--- src/rtl/dfgr_pkg.sv ---
// Shared types, codes and constants for the drop FIFO with gap report unit.
package dfgr_pkg;

  // Default number of ring entries built into the store.
  localparam int MaxDepthDefault = 16;

  // Field widths of the channels.
  localparam int RefW      = 16;
  localparam int BytesW    = 16;
  localparam int CapW      = 16;
  localparam int StatusW   = 3;
  localparam int LostW     = 64;
  localparam int TotalW    = 32;
  localparam int DepthCfgW = 5;
  localparam int GapCfgW   = 8;
  localparam int CfgIdxW   = 2;
  localparam int CfgDataW  = 8;

  // Configuration register indexes.
  localparam logic [CfgIdxW-1:0] CFG_DEPTH_IN_USE     = 2'd0;
  localparam logic [CfgIdxW-1:0] CFG_GAP_RECORD_BYTES = 2'd1;

  // Configuration reset values.
  localparam logic [DepthCfgW-1:0] DepthResetVal = 5'd16;
  localparam logic [GapCfgW-1:0]   GapResetVal   = 8'd64;

  // Item opcodes.
  localparam logic MODE_ENQUEUE = 1'b0;
  localparam logic MODE_FETCH   = 1'b1;

  // Result status codes.
  typedef enum logic [StatusW-1:0] {
    ST_ENQUEUED = 3'd0,
    ST_DROPPED  = 3'd1,
    ST_EVENT    = 3'd2,
    ST_GAP      = 3'd3,
    ST_EMPTY    = 3'd4,
    ST_SMALL    = 3'd5
  } status_e;

  // Controller states.
  typedef enum logic {
    S_IDLE,
    S_EXEC
  } ctrl_state_e;

  // One input item.
  typedef struct packed {
    logic              mode;
    logic [RefW-1:0]   event_ref;
    logic [BytesW-1:0] event_bytes;
    logic [CapW-1:0]   buffer_capacity;
  } item_t;

  // One ring entry.
  typedef struct packed {
    logic [BytesW-1:0] bytes;
    logic [RefW-1:0]   handle;
  } entry_t;

  // One result item.
  typedef struct packed {
    status_e           status;
    logic [RefW-1:0]   out_ref;
    logic [BytesW-1:0] out_bytes;
    logic [LostW-1:0]  lost_total;
    logic [TotalW-1:0] delivered_total;
    logic [TotalW-1:0] dropped_total;
  } result_t;

  // Commands from the controller to the datapath.
  typedef struct packed {
    logic capture;
    logic exec;
  } cmd_t;

endpackage

--- src/rtl/dfgr_if.sv ---
// Channel interfaces for items, results and configuration writes.
interface dfgr_in_if;
  import dfgr_pkg::*;

  logic              valid;
  logic              ready;
  logic              mode;
  logic [RefW-1:0]   event_ref;
  logic [BytesW-1:0] event_bytes;
  logic [CapW-1:0]   buffer_capacity;

  modport source (output valid, mode, event_ref, event_bytes, buffer_capacity, input ready);
  modport sink   (input valid, mode, event_ref, event_bytes, buffer_capacity, output ready);
endinterface

interface dfgr_out_if;
  import dfgr_pkg::*;

  logic               valid;
  logic               ready;
  logic [StatusW-1:0] status;
  logic [RefW-1:0]    out_ref;
  logic [BytesW-1:0]  out_bytes;
  logic [LostW-1:0]   lost_total;
  logic [TotalW-1:0]  delivered_total;
  logic [TotalW-1:0]  dropped_total;

  modport source (output valid, status, out_ref, out_bytes, lost_total, delivered_total,
                  dropped_total, input ready);
  modport sink   (input valid, status, out_ref, out_bytes, lost_total, delivered_total,
                  dropped_total, output ready);
endinterface

interface dfgr_cfg_if;
  import dfgr_pkg::*;

  logic                valid;
  logic                ready;
  logic [CfgIdxW-1:0]  index;
  logic [CfgDataW-1:0] data;

  modport source (output valid, index, data, input ready);
  modport sink   (input valid, index, data, output ready);
endinterface

--- src/rtl/dfgr_ctrl.sv ---
// Controller state machine that sequences item capture, execution and result handoff.
module dfgr_ctrl (
  input  logic          clk_i,
  input  logic          rst_ni,
  input  logic          in_valid_i,
  input  logic          out_ready_i,
  output logic          in_ready_o,
  output logic          out_valid_o,
  output dfgr_pkg::cmd_t cmd_o
);
  import dfgr_pkg::*;

  ctrl_state_e state_q, state_d;
  logic        out_valid_q, out_valid_d;
  logic        accept;

  // In the idle state, an item may enter once the result register is free or being emptied.
  assign in_ready_o = (state_q == S_IDLE) && (!out_valid_q || out_ready_i);
  assign accept     = in_ready_o && in_valid_i;

  // Next state.
  always_comb begin
    state_d = state_q;
    unique case (state_q)
      S_IDLE: begin
        if (accept) begin
          state_d = S_EXEC;
        end
      end
      S_EXEC: begin
        state_d = S_IDLE;
      end
      default: begin
        state_d = S_IDLE;
      end
    endcase
  end

  // Commands to the datapath.
  always_comb begin
    cmd_o = '0;
    unique case (state_q)
      S_IDLE: begin
        cmd_o.capture = accept;
      end
      S_EXEC: begin
        cmd_o.exec = 1'b1;
      end
      default: begin
        cmd_o = '0;
      end
    endcase
  end

  // The result register is full from execution until the sink takes the item.
  always_comb begin
    out_valid_d = out_valid_q;
    if (out_valid_q && out_ready_i) begin
      out_valid_d = 1'b0;
    end
    if (state_q == S_EXEC) begin
      out_valid_d = 1'b1;
    end
  end

  assign out_valid_o = out_valid_q;

  always_ff @(posedge clk_i or negedge rst_ni) begin
    if (!rst_ni) begin
      state_q     <= S_IDLE;
      out_valid_q <= 1'b0;
    end else begin
      state_q     <= state_d;
      out_valid_q <= out_valid_d;
    end
  end

endmodule

--- src/rtl/dfgr_datapath.sv ---
// Datapath with the ring store, pointers, counters, configuration and result register.
module dfgr_datapath #(
  parameter int MAX_DEPTH = dfgr_pkg::MaxDepthDefault
) (
  input  logic              clk_i,
  input  logic              rst_ni,
  input  dfgr_pkg::cmd_t    cmd_i,
  input  dfgr_pkg::item_t   item_i,
  dfgr_cfg_if.sink          cfg_i,
  output dfgr_pkg::result_t res_o
);
  import dfgr_pkg::*;

  localparam int IdxW = (MAX_DEPTH > 1) ? $clog2(MAX_DEPTH) : 1;
  localparam int CntW = $clog2(MAX_DEPTH + 1);

  item_t               item_q;
  entry_t              rd_q;
  entry_t              mem [MAX_DEPTH];
  logic [IdxW-1:0]     head_q, head_d;
  logic [CntW-1:0]     fill_q, fill_d;
  logic [LostW-1:0]    lost_q, lost_d;
  logic [TotalW-1:0]   deliv_q, deliv_d;
  logic [TotalW-1:0]   drop_q, drop_d;
  logic [DepthCfgW-1:0] depth_q;
  logic [GapCfgW-1:0]  gap_q;
  result_t             res_q, res_d;

  logic [CntW-1:0]     depth_act;
  logic [CntW:0]       tail_sum;
  logic [CntW:0]       tail_wrap;
  logic [CntW:0]       head_inc;
  logic                wr_en;
  logic                cfg_wr;

  // Configuration writes are taken in every cycle that does not execute an item.
  assign cfg_i.ready = !cmd_i.exec;
  assign cfg_wr      = cfg_i.valid;

  // Depth in use, clamped to the range the store supports.
  always_comb begin
    if (depth_q == '0) begin
      depth_act = CntW'(1);
    end else if (32'(depth_q) > 32'(MAX_DEPTH)) begin
      depth_act = CntW'(MAX_DEPTH);
    end else begin
      depth_act = CntW'(depth_q);
    end
  end

  // Tail slot and next head, wrapped by compare.
  always_comb begin
    tail_sum  = (CntW+1)'(head_q) + (CntW+1)'(fill_q);
    tail_wrap = tail_sum;
    if (tail_sum >= (CntW+1)'(depth_act)) begin
      tail_wrap = tail_sum - (CntW+1)'(depth_act);
    end
    head_inc = (CntW+1)'(head_q) + (CntW+1)'(1);
    if (head_inc >= (CntW+1)'(depth_act)) begin
      head_inc = '0;
    end
  end

  // Execution of the captured item.
  always_comb begin
    head_d  = head_q;
    fill_d  = fill_q;
    lost_d  = lost_q;
    deliv_d = deliv_q;
    drop_d  = drop_q;
    wr_en   = 1'b0;
    res_d   = '0;
    if (item_q.mode == MODE_ENQUEUE) begin
      if (fill_q >= depth_act) begin
        drop_d = drop_q + TotalW'(1);
        if (lost_q != '1) begin
          lost_d = lost_q + LostW'(1);
        end
        res_d.status = ST_DROPPED;
      end else begin
        wr_en        = 1'b1;
        fill_d       = fill_q + CntW'(1);
        deliv_d      = deliv_q + TotalW'(1);
        res_d.status = ST_ENQUEUED;
      end
    end else if (lost_q != '0) begin
      if (item_q.buffer_capacity < CapW'(gap_q)) begin
        res_d.status = ST_SMALL;
      end else begin
        res_d.lost_total = lost_q;
        lost_d           = '0;
        res_d.status     = ST_GAP;
      end
    end else if (fill_q == '0) begin
      res_d.status = ST_EMPTY;
    end else if (item_q.buffer_capacity < rd_q.bytes) begin
      res_d.status = ST_SMALL;
    end else begin
      res_d.out_ref   = rd_q.handle;
      res_d.out_bytes = rd_q.bytes;
      head_d          = head_inc[IdxW-1:0];
      fill_d          = fill_q - CntW'(1);
      res_d.status    = ST_EVENT;
    end
    res_d.delivered_total = deliv_d;
    res_d.dropped_total   = drop_d;
  end

  // Ring store: one write port at the tail, registered read at the head.
  always_ff @(posedge clk_i) begin
    if (cmd_i.exec && wr_en) begin
      mem[tail_wrap[IdxW-1:0]] <= '{bytes: item_q.event_bytes, handle: item_q.event_ref};
    end
    rd_q <= mem[head_q];
  end

  // Captured item and result payload.
  always_ff @(posedge clk_i) begin
    if (cmd_i.capture) begin
      item_q <= item_i;
    end
    if (cmd_i.exec) begin
      res_q <= res_d;
    end
  end

  // Queue state, counters and configuration registers.
  always_ff @(posedge clk_i or negedge rst_ni) begin
    if (!rst_ni) begin
      head_q  <= '0;
      fill_q  <= '0;
      lost_q  <= '0;
      deliv_q <= '0;
      drop_q  <= '0;
      depth_q <= DepthResetVal;
      gap_q   <= GapResetVal;
    end else begin
      if (cmd_i.exec) begin
        head_q  <= head_d;
        fill_q  <= fill_d;
        lost_q  <= lost_d;
        deliv_q <= deliv_d;
        drop_q  <= drop_d;
      end else if (cfg_wr) begin
        case (cfg_i.index)
          CFG_DEPTH_IN_USE: begin
            depth_q <= cfg_i.data[DepthCfgW-1:0];
            head_q  <= '0;
            fill_q  <= '0;
          end
          CFG_GAP_RECORD_BYTES: begin
            gap_q <= cfg_i.data[GapCfgW-1:0];
          end
          default: begin
          end
        endcase
      end
    end
  end

  assign res_o = res_q;

endmodule

--- src/rtl/drop_fifo_with_gap_report_unit.sv ---
// Top level of the drop FIFO with gap report unit.
// A per-client event ring of up to MAX_DEPTH entries, depth_in_use of which are used.
// An enqueue item stores an event handle and length, or counts a drop when the ring is
// full; a fetch item reports a pending gap with the lost count first, then pops the head
// event, or reports empty or a buffer that is too small. Each item is first captured
// while the ring store's registered read port fetches the head entry, and then executed
// to load the result register; the next item enters as the result is taken. Writing
// depth_in_use empties the ring; the lost count and totals are kept.
module drop_fifo_with_gap_report_unit #(
  parameter int MAX_DEPTH = dfgr_pkg::MaxDepthDefault
) (
  input  logic        clk_i,
  input  logic        rst_ni,
  dfgr_in_if.sink     in_i,
  dfgr_out_if.source  out_o,
  dfgr_cfg_if.sink    cfg_i
);
  import dfgr_pkg::*;

  cmd_t    cmd;
  item_t   item;
  result_t res;
  logic    in_ready;
  logic    out_valid;

  // Pack the incoming item.
  assign item.mode            = in_i.mode;
  assign item.event_ref       = in_i.event_ref;
  assign item.event_bytes     = in_i.event_bytes;
  assign item.buffer_capacity = in_i.buffer_capacity;
  assign in_i.ready           = in_ready;

  dfgr_ctrl u_ctrl (
    .clk_i       (clk_i),
    .rst_ni      (rst_ni),
    .in_valid_i  (in_i.valid),
    .out_ready_i (out_o.ready),
    .in_ready_o  (in_ready),
    .out_valid_o (out_valid),
    .cmd_o       (cmd)
  );

  dfgr_datapath #(
    .MAX_DEPTH (MAX_DEPTH)
  ) u_datapath (
    .clk_i  (clk_i),
    .rst_ni (rst_ni),
    .cmd_i  (cmd),
    .item_i (item),
    .cfg_i  (cfg_i),
    .res_o  (res)
  );

  // Unpack the result item.
  assign out_o.valid           = out_valid;
  assign out_o.status          = res.status;
  assign out_o.out_ref         = res.out_ref;
  assign out_o.out_bytes       = res.out_bytes;
  assign out_o.lost_total      = res.lost_total;
  assign out_o.delivered_total = res.delivered_total;
  assign out_o.dropped_total   = res.dropped_total;

endmodule
--- src/flat_wrapper.sv ---
// flat-port wrapper written by rule: the top's interface ports become plain ports
module drop_fifo_with_gap_report_unit_flat import dfgr_pkg::*;
#(
  parameter int MAX_DEPTH = dfgr_pkg::MaxDepthDefault
)
  (clk_i, rst_ni, in_i_valid, in_i_mode, in_i_event_ref, in_i_event_bytes, in_i_buffer_capacity, in_i_ready, out_o_valid, out_o_status, out_o_out_ref, out_o_out_bytes, out_o_lost_total, out_o_delivered_total, out_o_dropped_total, out_o_ready, cfg_i_valid, cfg_i_index, cfg_i_data, cfg_i_ready);
  dfgr_in_if in_i_i ();
  dfgr_out_if out_o_i ();
  dfgr_cfg_if cfg_i_i ();
  input  logic clk_i;
  input  logic rst_ni;
  input wire logic [$bits(in_i_i.valid)-1:0] in_i_valid;
  input wire logic [$bits(in_i_i.mode)-1:0] in_i_mode;
  input wire logic [$bits(in_i_i.event_ref)-1:0] in_i_event_ref;
  input wire logic [$bits(in_i_i.event_bytes)-1:0] in_i_event_bytes;
  input wire logic [$bits(in_i_i.buffer_capacity)-1:0] in_i_buffer_capacity;
  output wire logic [$bits(in_i_i.ready)-1:0] in_i_ready;
  output wire logic [$bits(out_o_i.valid)-1:0] out_o_valid;
  output wire logic [$bits(out_o_i.status)-1:0] out_o_status;
  output wire logic [$bits(out_o_i.out_ref)-1:0] out_o_out_ref;
  output wire logic [$bits(out_o_i.out_bytes)-1:0] out_o_out_bytes;
  output wire logic [$bits(out_o_i.lost_total)-1:0] out_o_lost_total;
  output wire logic [$bits(out_o_i.delivered_total)-1:0] out_o_delivered_total;
  output wire logic [$bits(out_o_i.dropped_total)-1:0] out_o_dropped_total;
  input wire logic [$bits(out_o_i.ready)-1:0] out_o_ready;
  input wire logic [$bits(cfg_i_i.valid)-1:0] cfg_i_valid;
  input wire logic [$bits(cfg_i_i.index)-1:0] cfg_i_index;
  input wire logic [$bits(cfg_i_i.data)-1:0] cfg_i_data;
  output wire logic [$bits(cfg_i_i.ready)-1:0] cfg_i_ready;
  assign in_i_i.valid = in_i_valid;
  assign in_i_i.mode = in_i_mode;
  assign in_i_i.event_ref = in_i_event_ref;
  assign in_i_i.event_bytes = in_i_event_bytes;
  assign in_i_i.buffer_capacity = in_i_buffer_capacity;
  assign in_i_ready = in_i_i.ready;
  assign out_o_valid = out_o_i.valid;
  assign out_o_status = out_o_i.status;
  assign out_o_out_ref = out_o_i.out_ref;
  assign out_o_out_bytes = out_o_i.out_bytes;
  assign out_o_lost_total = out_o_i.lost_total;
  assign out_o_delivered_total = out_o_i.delivered_total;
  assign out_o_dropped_total = out_o_i.dropped_total;
  assign out_o_i.ready = out_o_ready;
  assign cfg_i_i.valid = cfg_i_valid;
  assign cfg_i_i.index = cfg_i_index;
  assign cfg_i_i.data = cfg_i_data;
  assign cfg_i_ready = cfg_i_i.ready;
  drop_fifo_with_gap_report_unit #(.MAX_DEPTH(MAX_DEPTH)) u_core (.clk_i(clk_i), .rst_ni(rst_ni), .in_i(in_i_i), .out_o(out_o_i), .cfg_i(cfg_i_i));
endmodule
--- config.mk ---
export PLATFORM = sky130hd
export DESIGN_NAME = drop_fifo_with_gap_report_unit_flat
export DESIGN_NICKNAME = d
export VERILOG_FILES = /design/src/rtl/dfgr_pkg.sv /design/src/rtl/dfgr_if.sv /design/src/rtl/dfgr_ctrl.sv /design/src/rtl/dfgr_datapath.sv /design/src/rtl/drop_fifo_with_gap_report_unit.sv /design/src/flat_wrapper.sv
export SDC_FILE = /design/constraint.sdc
export NUM_CORES = 1
export LEC_CHECK = 0
export ABC_AREA = 1
export BUFFER_PORTS_ARGS = -buffer_cell sky130_fd_sc_hd__buf_2
export CORE_MARGIN = 4
export CORE_UTILIZATION = 59
export DETAILED_ROUTE_END_ITERATION = 8
export PLACE_DENSITY = 0.78
export SKIP_LAST_GASP = 1
export SYNTH_ARGS = -nofsm -noshare
export SYNTH_HDL_FRONTEND = slang
export SYNTH_SLANG_ARGS = --single-unit
--- constraint.sdc ---
create_clock -name clk_i -period 8.3 [get_ports clk_i]
set_clock_uncertainty 0.05 [all_clocks]
set_input_delay 1.66 -clock clk_i [delete_from_list [all_inputs] [get_ports clk_i]]
set_output_delay 1.66 -clock clk_i [all_outputs]
set_load 0.1 [all_outputs]
==> flow_summary.json, run 1 <==
{
  "portBuffers": 229,
  "crit_chain": "ha_1, inv_1, fa_1, xnor2_1, ha_1, nand2_1, nand3_1, nand2_1, nand2_1, nand2_1, nand3b_1, o21ai_0, nand2_1, nor2_4",
  "fillCellCount": 4996,
  "cts-root-buf": "clkbuf_16",
  "holdWs_ns": 0.443,
  "min_path_type": "reg -> reg",
  "drc": 0,
  "drive_gt1_share_pct": 11.7,
  "cts_setup_buffers": 0,
  "reg2reg_depth": 14,
  "cellLeakagePower_nw": 17.1,
  "worstPathMaxFanout": 77,
  "fin_crit_sh_pct": 63.9,
  "global_route.usage.total_pct": 27.3,
  "min_from": "u_core.u_datapath.gap_q[4]",
  "grt_setup_unrepaired": "no",
  "tightest_slew_ns": 1.28,
  "cts_inserted_buffers": 90,
  "grt_pass1_vias": 27600,
  "grt_overflow": 0,
  "max_slew_margin_pct": 14.7,
  "grt_use_met2_pct": 45.5,
  "yosys-top-cells-area": "edfxtp_1 54%, dfrtp_1 9.4%, nand2_1 7.7%",
  "tritoncts": "built",
  "required_ns": 8.51,
  "final.min_clock_period_ns": 5.30,
  "synth_nets": 3998,
  "via_per_inst": 5.77,
  "path_clk_slew_ns": 0.06,
  "synth_top_area_share_pct": 54.5,
  "die-area_um2": 71900,
  "busiest_layer": "met2",
  "clock_latency_ns": 0.66,
  "p_per_area_nw_per_um2": 287,
  "end_kind": "flop",
  "routed-via-count": 28900,
  "r2r-end": "u_core.u_datapath.mem[6][1]",
  "drt_iter0_drc": 3193,
  "critPathMaxStageDelay_ns": 1.06,
  "ys_seq_elements": 908,
  "area_growth_pct": 12.2,
  "start_util_pct": 59.4,
  "final.setup.tns_ns": 0,
  "use_met1_pct": 37.5,
  "finalHoldViolCount": 0,
  "drtPass1Iterations": 6,
  "fp-row-count": 95,
  "crit_top_cell": "nand2_1",
  "antenna_found_initial": 1,
  "syn_inst": 3882,
  "cp.arrival_ns": 5.51,
  "ys_seq_area_share_pct": 65.6,
  "core_area_um2": 67200,
  "grt_use_met3_pct": 4.25,
  "post_drt_wl_per_cell_um": 19.9,
  "clockBufferDepth": 3,
  "ys_warn_count": 0,
  "slew_violations": 0,
  "htreeDepth": 3,
  "ys_types": 42,
  "maxClockFrequency_ghz": 0.189,
  "io_pins": 230,
  "whs_path_depth": 2,
  "grt_pass1_wl_mm": 153,
  "nets": 4170,
  "gp_congestion": 0.992,
  "setup_violations": 0,
  "outcome": "complete, no violations",
  "grt_max_degree": 105,
  "ant_nets": 0,
  "syn_avg_cell_area_um2": 10.3,
  "die_h_um": 268,
  "crit_path_start_kind": "flop",
  "cts_hold_buffers": 0,
  "cp_slowest_cell": "nor2_4",
  "vdd_drop_max_mv": 0.288,
  "post_cts_resized": 0,
  "hold_path_end": "u_core.u_datapath.gap_q[4]",
  "die_w_um": 268,
  "r2r_setup_slack_ns": 3.00,
  "crit_type": "reg -> reg",
  "hpwl_mm": 62.7,
  "r2r_start": "u_core.u_datapath.head_q[0]",
  "clkSinkCount": 908,
  "syn_area_um2": 39900,
  "yosysTopAreaCell": "edfxtp_1",
  "antenna_cells": 0,
  "drt_wl_total_mm": 99.6,
  "cap_violations": 0
}
[through the flow]
stage	util [%]	setup slack, ns	cells	power [mW]	instance area [um^2]
after floorplan	-	0.759	3882	7.98	39900
after global placement	62.2	3.11	4835	8.75	41800
after detailed placement	62.2	3.08	4835	8.82	41800
after CTS	66.7	3.04	5003	12.9	44800
after global routing	66.7	2.53	5003	13.4	44800
final	66.7	3.00	5003	12.9	44800
[power breakdown]
group          total (mW)  leakage [nW]  internal [mW]  switching [mW]
logic                3.14          6.66          0.718            2.42
registers            5.63          9.00           5.35           0.273
clock network        4.10          1.45           2.34            1.76
[synth_stat cells (all sizes together)]
cell,count
a21oi,56
a22oi,11
a31o,1
a31oi,3
and2,9
buf,42
clkbuf,134
dfrtp,150
dfstp,2
dfxtp,32
edfxtp,724
fa,3
ha,49
inv,241
nand2,819
nand3,175
nand3b,16
nand4,22
nor2,769
nor3,32
nor3b,2
nor4,2
o21a,2
o21ai,363
o21bai,2
o22ai,150
o311ai,1
or2,1
xnor2,3
xor2,66
[registers in the layout, indices dropped and copies added (netlist names)]
name                       flops
u_core.u_datapath.mem        512
u_core.u_datapath.item_q      49
u_core.u_datapath.deliv_q     32
u_core.u_datapath.drop_q      32
u_core.u_ctrl.state_q          1
u_core.u_datapath.rd_q        32
u_core.u_ctrl.out_valid_o      1
u_core.u_datapath.res_o      163
u_core.u_datapath.head_q       4
u_core.u_datapath.lost_q      64
u_core.u_datapath.gap_q        8
u_core.u_datapath.fill_q       5
u_core.u_datapath.depth_q      5
[final cells by class]
class	count	area [um^2]	area share [%]
inverters	241	910	2.03
clock buffers	119	2470	5.52
flip-flops and latches	908	26200	58.5
well taps	873	1090	2.44
repair buffers	256	1360	3.03
multi-input cells	2557	12200	27.3
clock inverters	49	544	1.22
[cell usage in the layout (no fill, tap or decap), drive strengths merged, types with 3 or more instances in the layout]
| master | Yosys | routed |
|---|---|---|
| clkinvlp | 0 | 9 |
| clkbuf | 134 | 119 |
| nand3b | 16 | 16 |
| buf | 42 | 256 |
| edfxtp | 724 | 724 |
| and2 | 9 | 9 |
| dfrtp | 150 | 150 |
| o22ai | 150 | 150 |
| nor3 | 32 | 32 |
| a22oi | 11 | 11 |
| xor2 | 66 | 66 |
| clkinv | 0 | 30 |
| nand3 | 175 | 175 |
| nand2 | 819 | 819 |
| a21oi | 56 | 56 |
| nand4 | 22 | 22 |
| fa | 3 | 3 |
| o21ai | 363 | 363 |
| bufinv | 0 | 7 |
| ha | 49 | 49 |
| dfxtp | 32 | 32 |
| xnor2 | 3 | 3 |
| a31oi | 3 | 3 |
| nor2 | 769 | 769 |
| inv | 241 | 244 |
[critical path: cells and delay by family, from the launching register on]
| family | cells | cell delay [ns] |
|---|---|---|
| buffers and inverters | 1 | 0.06 |
| adder cells (fa/ha/maj) | 3 | 1.04 |
| flip-flops | 1 | 0.92 |
| AND/OR/NAND/NOR | 8 | 2.01 |
| AO/OA/AOI/OAI | 1 | 0.46 |
| XOR/XNOR | 1 | 0.31 |
[worst max path at each step]
stage / startpoint / to / slack, ns / cells after the start
2_1_floorplan: u_core.u_ctrl.state_q / u_core.u_datapath.item_q[0] / 0.76 / 6
3_3_place_gp: u_core.u_datapath.head_q[0] / u_core.u_datapath.mem[6][6] / 3.11 / 14
3_5_place_dp: u_core.u_datapath.head_q[0] / u_core.u_datapath.mem[6][6] / 3.08 / 14
4_1_cts: u_core.u_datapath.head_q[0] / u_core.u_datapath.mem[6][3] / 3.04 / 14
5_1_grt: u_core.u_datapath.head_q[0] / u_core.u_datapath.mem[6][1] / 2.53 / 14
6_report: u_core.u_datapath.head_q[0] / u_core.u_datapath.mem[6][1] / 3.00 / 14
[layer usage]
layer	vias to the layer above	wire length [um]
met2	1352	47900
met5	-	0
met4	0	3190
met3	212	8150
met1	13800	40400
li1	13500	-
[kinds of logic (layout without fill, tap and decap cells)]
| family | after synthesis | after routing | share of synthesized area (%) |
|---|---|---|---|
| AOI/OAI and AO/OA | 589 | 589 | 7.98 |
| xor gates and xnor gates | 69 | 69 | 1.51 |
| adders and majority gates | 52 | 52 | 1.69 |
| buffers and inverters | 417 | 665 | 4.14 |
| DFF | 908 | 908 | 65.6 |
| and+or+nand+nor | 1847 | 1847 | 19.1 |
(Power assumes the default switching activity.)
==> run 2: changes to the inputs <==
--- a/config.mk
+++ b/config.mk
@@ -8,9 +8,9 @@
 export ABC_AREA = 1
 export BUFFER_PORTS_ARGS = -buffer_cell sky130_fd_sc_hd__buf_2
 export CORE_MARGIN = 4
-export CORE_UTILIZATION = 59
+export CORE_UTILIZATION = 55
 export DETAILED_ROUTE_END_ITERATION = 8
-export PLACE_DENSITY = 0.78
+export PLACE_DENSITY = 0.76
 export SKIP_LAST_GASP = 1
 export SYNTH_ARGS = -nofsm -noshare
 export SYNTH_HDL_FRONTEND = slang
==> constraint.sdc (replaced) <==
create_clock -name clk_i -period 4.8 [get_ports clk_i]
set_clock_uncertainty 0.05 [all_clocks]
set_input_delay 0.96 -clock clk_i [delete_from_list [all_inputs] [get_ports clk_i]]
set_output_delay 0.96 -clock clk_i [all_outputs]
set_load 0.1 [all_outputs]
==> flow_summary.json, run 2 (same netlist as run 1, synthesis figures left out) <==
{
  "post_cts_resized": 0,
  "hpwl_mm": 64.6,
  "die_h_um": 277,
  "cap_violations": 0,
  "via_per_inst": 5.70,
  "antenna_cells": 0,
  "outcome": "complete, no violations",
  "cellLeakagePower_nw": 17.3,
  "grt_overflow": 0,
  "wl_met2_mm": 48.9,
  "cp_slowest_cell": "nor2_4",
  "setup_violations": 0,
  "cp.arrival_ns": 4.76,
  "post_drt_wl_per_cell_um": 20.0,
  "required_ns": 5.10,
  "cts-root-buf": "clkbuf_16",
  "r2r_setup_slack_ns": 0.34,
  "antenna_found_initial": 1,
  "cts_setup_buffers": 0,
  "routed-via-count": 29100,
  "grt_pass1_wl_mm": 158,
  "max_slew_margin_pct": 32.3,
  "tightest_slew_ns": 1.01,
  "finalHoldViolCount": 0,
  "drt_iter0_drc": 3301,
  "r2r-end": "u_core.u_datapath.mem[14][22]",
  "crit_type": "reg -> reg",
  "global_route.usage.total_pct": 26.0,
  "grt_max_degree": 233,
  "worstSetupStartpoint": "u_core.u_datapath.fill_q[0]",
  "path_clk_slew_ns": 0.07,
  "portBuffers": 229,
  "start_util_pct": 55.7,
  "final.min_clock_period_ns": 4.46,
  "cp_num_cells": 15,
  "p_int_mw": 14.7,
  "wl_met3_mm": 8.81,
  "drtPass1Iterations": 6,
  "r2r_start": "u_core.u_datapath.fill_q[0]",
  "io_pins": 230,
  "ant_nets": 0,
  "gp_congestion": 0.987,
  "drt_wl_total_mm": 102,
  "cts_inserted_buffers": 90,
  "clkSinkCount": 908,
  "end_kind": "flop",
  "fp-row-count": 98,
  "worstSetupEndpoint": "u_core.u_datapath.mem[14][22]",
  "drc": 0,
  "path_delay_family": "simple AND/OR/NAND/NOR gates",
  "p_seq_share_pct": 43.0,
  "area_growth_pct": 13.2,
  "combPwrFrac_pct": 25.2,
  "drive_gt1_share_pct": 12.2,
  "maxClockFrequency_ghz": 0.224,
  "die-area_um2": 77000,
  "route.layer.met1.wl_mm": 41.3,
  "worstPathMaxFanout": 14,
  "crit_top_cell": "nand2_1",
  "critPathMaxStageDelay_ns": 0.60,
  "final_cell_mix": "814 x nand2_1, 745 x nor2_1, 724 x edfxtp_1",
  "nets": 4190,
  "final.setup.tns_ns": 0,
  "slew_violations": 0,
  "core_area_um2": 71700,
  "crit_chain": "ha_1, inv_1, fa_1, xnor2_1, ha_1, nand2_1, nand3_1, nand2_1, nand2_1, nand2_1, nand3b_1, o21ai_0, nand2_1, nor2_4, buf_4",
  "htreeDepth": 3,
  "grt_setup_unrepaired": "no",
  "clockPowerShare_pct": 31.8,
  "min_path_type": "in -> async",
  "layout_commonest_cell": "nand2_1",
  "clockBufferDepth": 3,
  "power.total_mw": 22.4,
  "cts_hold_buffers": 0,
  "grt_pass1_vias": 27700,
  "reg2reg_depth": 15,
  "p_sw_share_pct": 34.4,
  "clock_latency_ns": 0.66,
  "largest_reg_flops": 512,
  "fin_crit_sh_pct": 92.8,
  "p_sw_mw": 7.70,
  "die_w_um": 277,
  "placedInstanceArea_um2": 42200,
  "tritoncts": "built",
  "fin_area_um2": 45200,
  "crit_path_start_kind": "flop",
  "p_per_area_nw_per_um2": 495,
  "vdd_drop_max_mv": 0.449,
  "top_layer_used": "met4",
  "critPathBufInv": 2
}
## run 2: changes by cell type in the layout (fill, tap and decap cells not counted), sizes merged
cell,delta
buf,+20
inv,+3
clkinv,+6
bufinv,+1
clkbuf,-2
clkinvlp,-7
## run 2: how the worst min path moves through the flow
stage / end / slack, ns
detailed placement: u_core.u_datapath.gap_q[6] / 0.42
finish: u_core.u_datapath.deliv_q[24] / 0.38
global route: u_core.u_datapath.item_q[7] / 0.41
floorplan: u_core.u_datapath.gap_q[1] / 0.40
global placement: u_core.u_datapath.gap_q[6] / 0.42
CTS: u_core.u_datapath.deliv_q[24] / 0.39
## run 2: per-layer routing
metal	track usage, %	vias to the layer above
met5	0	-
met4	8.80	0
met3	4.27	195
met2	42.5	1354
met1	35.7	13900
li1	-	13600
## run 2: power groups by stage
| stage | combinational (mW) | sequential [mW] | clock, mW |
|---|---|---|---|
| global route | 6.16 | 9.68 | 7.59 |
| finish | 5.63 | 9.63 | 7.12 |
| floorplan | 3.18 | 10.6 | 0 |
| detailed placement | 5.59 | 9.78 | 0 |
| global placement | 5.50 | 9.76 | 0 |
| CTS | 5.62 | 9.62 | 7.23 |
## run 2: stage by stage
| step | std cells | setup WS (ns) | utilization [%] | hold WS (ns) |
|---|---|---|---|---|
| finish | 5101 | 0.344 | 63.0 | 0.383 |
| global route | 5101 | 0.0936 | 63.0 | 0.413 |
| CTS | 5101 | 0.407 | 63.0 | 0.388 |
| detailed placement | 4932 | 0.459 | 58.8 | 0.420 |
| global placement | 4932 | 0.504 | 58.8 | 0.419 |
| floorplan | 3882 | 0.0609 | - | 0.403 |
## run 2: area by class of cell
type	count	area, um^2
multi-input cells	2557	12200
flip-flops and latches	908	26200
fillers	5669	26500
inverters	241	910
clock buffers	117	2490
clock inverters	52	524
well taps	950	1190
repair buffers	276	1670
